==> config.mk <==
export PLATFORM = sky130hd
export DESIGN_NAME = miau_mul
export DESIGN_NICKNAME = d
export VERILOG_FILES = /design/src/design/miau_pkg.sv /design/src/design/miau_mul.sv
export SDC_FILE = /design/constraint.sdc
export NUM_CORES = 2
export LEC_CHECK = 0
export BUFFER_PORTS_ARGS = -buffer_cell sky130_fd_sc_hd__buf_2
export CAP_MARGIN = 10
export CORE_MARGIN = 2
export CORE_UTILIZATION = 62
export DETAILED_ROUTE_END_ITERATION = 16
export GPL_ROUTABILITY_DRIVEN = 0
export GPL_TIMING_DRIVEN = 0
export PLACE_DENSITY = 0.79
export SLEW_MARGIN = 30
export SYNTH_ARGS = -nofsm -noshare
export SYNTH_HDL_FRONTEND = slang
export SYNTH_SLANG_ARGS = --single-unit
export TNS_END_PERCENT = 5
==> constraint.sdc <==
create_clock -name clk -period 11.5 [get_ports clk]
set_clock_uncertainty 0.05 [all_clocks]
set_input_delay 2.3 -clock clk [delete_from_list [all_inputs] [get_ports clk]]
set_output_delay 2.3 -clock clk [all_outputs]
set_load 0.1 [all_outputs]
==> src/design/miau_pkg.sv <==
// ----------------------------------------------------------------------------
// miau_pkg
// Shared types, widths and helpers for the attitude update unit.
// ----------------------------------------------------------------------------
package miau_pkg;

  localparam int MUL_W  = 36;
  localparam int PROD_W = 2 * MUL_W;

  // one product term of the quaternion increment
  typedef struct packed {
    logic [1:0] qsel;
    logic [1:0] hsel;
    logic [1:0] tgt;
    logic       neg;
  } nq_term_t;

  function automatic logic signed [31:0] sat32(input logic signed [39:0] x);
    logic signed [31:0] r;
    if (x > 40'sd2147483647) begin
      r = 32'sh7fffffff;
    end else if (x < -40'sd2147483648) begin
      r = 32'sh80000000;
    end else begin
      r = x[31:0];
    end
    return r;
  endfunction

  function automatic nq_term_t nq_term(input logic [3:0] t);
    nq_term_t r;
    case (t)
      4'd0:    r = '{qsel: 2'd1, hsel: 2'd0, tgt: 2'd0, neg: 1'b1};
      4'd1:    r = '{qsel: 2'd2, hsel: 2'd1, tgt: 2'd0, neg: 1'b1};
      4'd2:    r = '{qsel: 2'd3, hsel: 2'd2, tgt: 2'd0, neg: 1'b1};
      4'd3:    r = '{qsel: 2'd0, hsel: 2'd0, tgt: 2'd1, neg: 1'b0};
      4'd4:    r = '{qsel: 2'd2, hsel: 2'd2, tgt: 2'd1, neg: 1'b0};
      4'd5:    r = '{qsel: 2'd3, hsel: 2'd1, tgt: 2'd1, neg: 1'b1};
      4'd6:    r = '{qsel: 2'd0, hsel: 2'd1, tgt: 2'd2, neg: 1'b0};
      4'd7:    r = '{qsel: 2'd1, hsel: 2'd2, tgt: 2'd2, neg: 1'b1};
      4'd8:    r = '{qsel: 2'd3, hsel: 2'd0, tgt: 2'd2, neg: 1'b0};
      4'd9:    r = '{qsel: 2'd0, hsel: 2'd2, tgt: 2'd3, neg: 1'b0};
      4'd10:   r = '{qsel: 2'd1, hsel: 2'd1, tgt: 2'd3, neg: 1'b0};
      4'd11:   r = '{qsel: 2'd2, hsel: 2'd0, tgt: 2'd3, neg: 1'b1};
      default: r = '{qsel: 2'd0, hsel: 2'd0, tgt: 2'd0, neg: 1'b0};
    endcase
    return r;
  endfunction

endpackage

==> src/design/miau_mul.sv <==
// ----------------------------------------------------------------------------
// miau_mul
// Shared signed multiplier with registered product.
// ----------------------------------------------------------------------------
module miau_mul
  import miau_pkg::*;
(
  input  logic                     clk,
  input  logic signed [MUL_W-1:0]  a,
  input  logic signed [MUL_W-1:0]  b,
  output logic signed [PROD_W-1:0] p
);

  always_ff @(posedge clk) begin
    p <= a * b;
  end

endmodule

Word-level counts from Yosys, hierarchy flattened:

Index checks and enable logic that the tools add are counted.

* register bits: 72
* logic and storage cells: 2
* input port bits: 73
* output and inout port bits: 72

* multiply operators: 1

Operators by type and width (number)
* 36-bit by 36-bit multiplier with 72-bit output: 1

Depth between registers and ports, before layout:

* word-level depth: 1
* mapped depth: 30

Least setup slack after synthesis:

Ideal clock, no wire load.

* path kind: input port to flip-flop
* start: input a[35]
* end: register p[69]
* data arrival time: 9548 ps
* required time: 11319 ps
* setup slack: 1772 ps
* stages: 22
* library setup time: 131 ps
* cell sequence: clkbuf_1 clkbuf_1 nand2_1 inv_1 fa_1 fa_1 fa_1 fa_1 fa_1 fa_1 fa_1 fa_1 ha_1 clkbuf_1 a21o_1 a21o_1 a21oi_1 nand2_1 and3_1 a211oi_1 o31ai_1 xor2_1

* cells in the longest elaborated chain, start to end: 1

RTL lines
* start, declared: RTL line miau_mul.sv:9 `input logic signed [MUL_W-1:0] a,`
* 36-bit by 36-bit multiplier with 72-bit output: RTL line miau_mul.sv:15 `p <= a * b;`
* end signal, assigned: RTL line miau_mul.sv:15
* end, declared: RTL line miau_mul.sv:11 `output logic signed [PROD_W-1:0] p`

No other way between the ends.

Worst setup path after layout:

* start: input b[9]
* end: register p[69]

* cells in the longest elaborated chain, start to end: 1

RTL lines
* start, declared: RTL line miau_mul.sv:10 `input logic signed [MUL_W-1:0] b,`
* 36-bit by 36-bit multiplier with 72-bit output: RTL line miau_mul.sv:15

No other way between the ends.

==> run summary <==
Clock Pin Slew Worst Setup and Hold Paths: 70 ps
post-route antenna net violation count: 0
overall routed net length: 163000 um
Avg Synthesized Cell Area: 9.29 um2
fin crit share: 99.5%
initial antenna violation count: 12
Num CTS Buffers: 9
worst slew pin tran: 1160 ps
Largest regs: p: 72 flops
status: complete, no violations
number of global-route vias before repair: 39854
RSZ-0062 raised after global routing: true
Post-DP HPWL: 139000 um
Final Net Count: 6881
die height: 281 um
total core area: 75800 um2
Synth async-reset ratio: 0%
CTS Sinks: 72
port bufs: 94
worst min path class: input pin to register
Data arrival, critical path: 11680 ps
Boundary Pins: 145
fin. max-slew vios: 0
largest net degree at the start of global routing: 18
EDFF count, synth: 0
CTS tree: yes
Vias: 37281
fin crit period: 11450 ps
Worst EP required: 11730 ps
H-tree depth: 3
drt first pass iters: 8
most frequent cells in the layout: fa_1 (1378), inv_1 (1343), nand2_1 (760)
drt initial violations: 4214
Clock Path Buffers: 2
Startpoint Class: input pin
share of cells above drive strength 1: 3.36%
die width: 281 um
leading cell type in the layout, fill and taps excluded: fa_1
final hold vios: 0
max reg flops: 72
most used flip-flop cell after synthesis: dfxtp_1
Reg with most FFs: p
Setup CP Type: input pin to register
post-DR wirelength/cell: 26.2 um
cts hold-fix bufs: 0
CP Capture Type: register
first-pass GRT wire length: 245000 um
Syn Nets: 6775
Setup violations, final: 0
remaining global-route overflow: 0
DIE AREA: 78700 um2
register area share after synthesis: 3.04%
Synth Instances: 5104
register bit count reported by yosys: 72
Syn-to-layout area delta: 4.53%
DR DRC count: 0
Slew headroom: 22.4%
max-cap viol count: 0
row count: 101
Critical Path Fanout Max: 10
Min Hold Slack: 2480 ps
Final Util: 65.4%
Unique masters post-synth: 65
Mapped Area: 47400 um2
Synth warnings: 0
Clock Tree Root: clkbuf_16
Initial Util: 62.6%
DR vias/cell: 6.01
gr usage total: 43.6%
highest clock rate: 87.4 MHz
path summary, 6_finish.rpt:
path,cells after the start,endpoint,startpoint
max,27,p[69]$_DFF_P_,b[9]
min,2,p[0]$_DFF_P_,b[0]
area by class of cell:
type / count / area [um2]
diodes: 11 / 27.5
plain buffers: 293 / 1160
clock buffers: 9 / 225
clock inverters: 7 / 95.1
fillers: 6036 / 26200
inverters: 1344 / 5040
multi-input cells: 3395 / 39900
flip-flops and latches: 72 / 1440
well taps: 978 / 1220
repair buffers: 95 / 482
layer usage:
metal  part of all wire (%)  vias to the layer above  GRT usage, %
met3                     16                      998          18.5
met2                     42                     3073          62.1
li1                       -                    14595             -
met5                  0.015                        -        0.0625
met4                     10                        4          33.9
met1                     32                    18611          52.2
cells in the mapped netlist, drive strengths merged, types with 3 or more instances:
cell type,n,area share [%]
nand2,760,6.0
nor3,11,0.12
nand3,19,0.21
and2,559,7.4
dfxtp,72,3.0
o21ai,46,0.50
or2,6,0.079
nor2b,36,0.47
xnor2,52,0.96
a21o,37,0.59
fa,1379,58
buf,6,0.069
a31oi,9,0.12
clkbuf,287,2.3
o21bai,10,0.16
nand4,20,0.26
o211ai,4,0.063
a21boi,4,0.063
inv,1344,11
o311ai,4,0.074
ha,219,5.8
o21a,7,0.11
nand2b,12,0.16
a311oi,3,0.055
and3,7,0.092
a211oi,8,0.13
o41ai,3,0.055
nor2,43,0.34
o31ai,4,0.074
a21oi,70,0.75
or3,5,0.087
a41oi,3,0.055
xor2,28,0.52
per-stage QoR:
step | cell area (um2) | instances | setup TNS [ps] | worst slack [ps]
final | 49600 | 6204 | 0 | 51.8
after global placement | 49100 | 6176 | -2880 | -455
after global routing | 49600 | 6194 | -11.6 | -11.5
after floorplan | 47400 | 5104 | 0 | 1770
after detailed placement | 49100 | 6176 | -3090 | -529
after CTS | 49500 | 6192 | 0 | 143
critical path: stages:
cell       delay (ps)
clkbuf_1          660
clkbuf_1          660
nand2_1           190
fa_1              600
inv_1              60
fa_1              480
fa_1              520
inv_1              60
fa_1              480
inv_1              60
fa_1              480
fa_1              530
fa_1              490
inv_1              50
fa_1              520
inv_1              50
ha_1              260
buf_2             170
a21oi_1           590
o311ai_1          220
a21oi_1           240
o2111ai_1         320
a31oi_2           550
o21ai_1           370
a211oi_1          410
o31ai_1           140
xor2_1            150
kinds of logic after synthesis:
family / after synthesis / synth area share (%)
AOI/OAI and AO/OA: 228 / 3.09
xor gates and xnor gates: 80 / 1.48
DFF: 72 / 3.04
and+or+nand+nor: 1487 / 15.4
buffers and inverters: 1637 / 13.0
muxes: 2 / 0.0448
adders and majority gates: 1598 / 64.0
repair_timing:
item,in CTS,in global routing
setup endpoints to repair,5,13
pin swaps,0,0
gates resized for setup,2,75
setup buffers,0,0
Power is left out: the tool's default activity adds up to more than one toggle a clock period on the data nets, which glitch-free logic cannot reach.
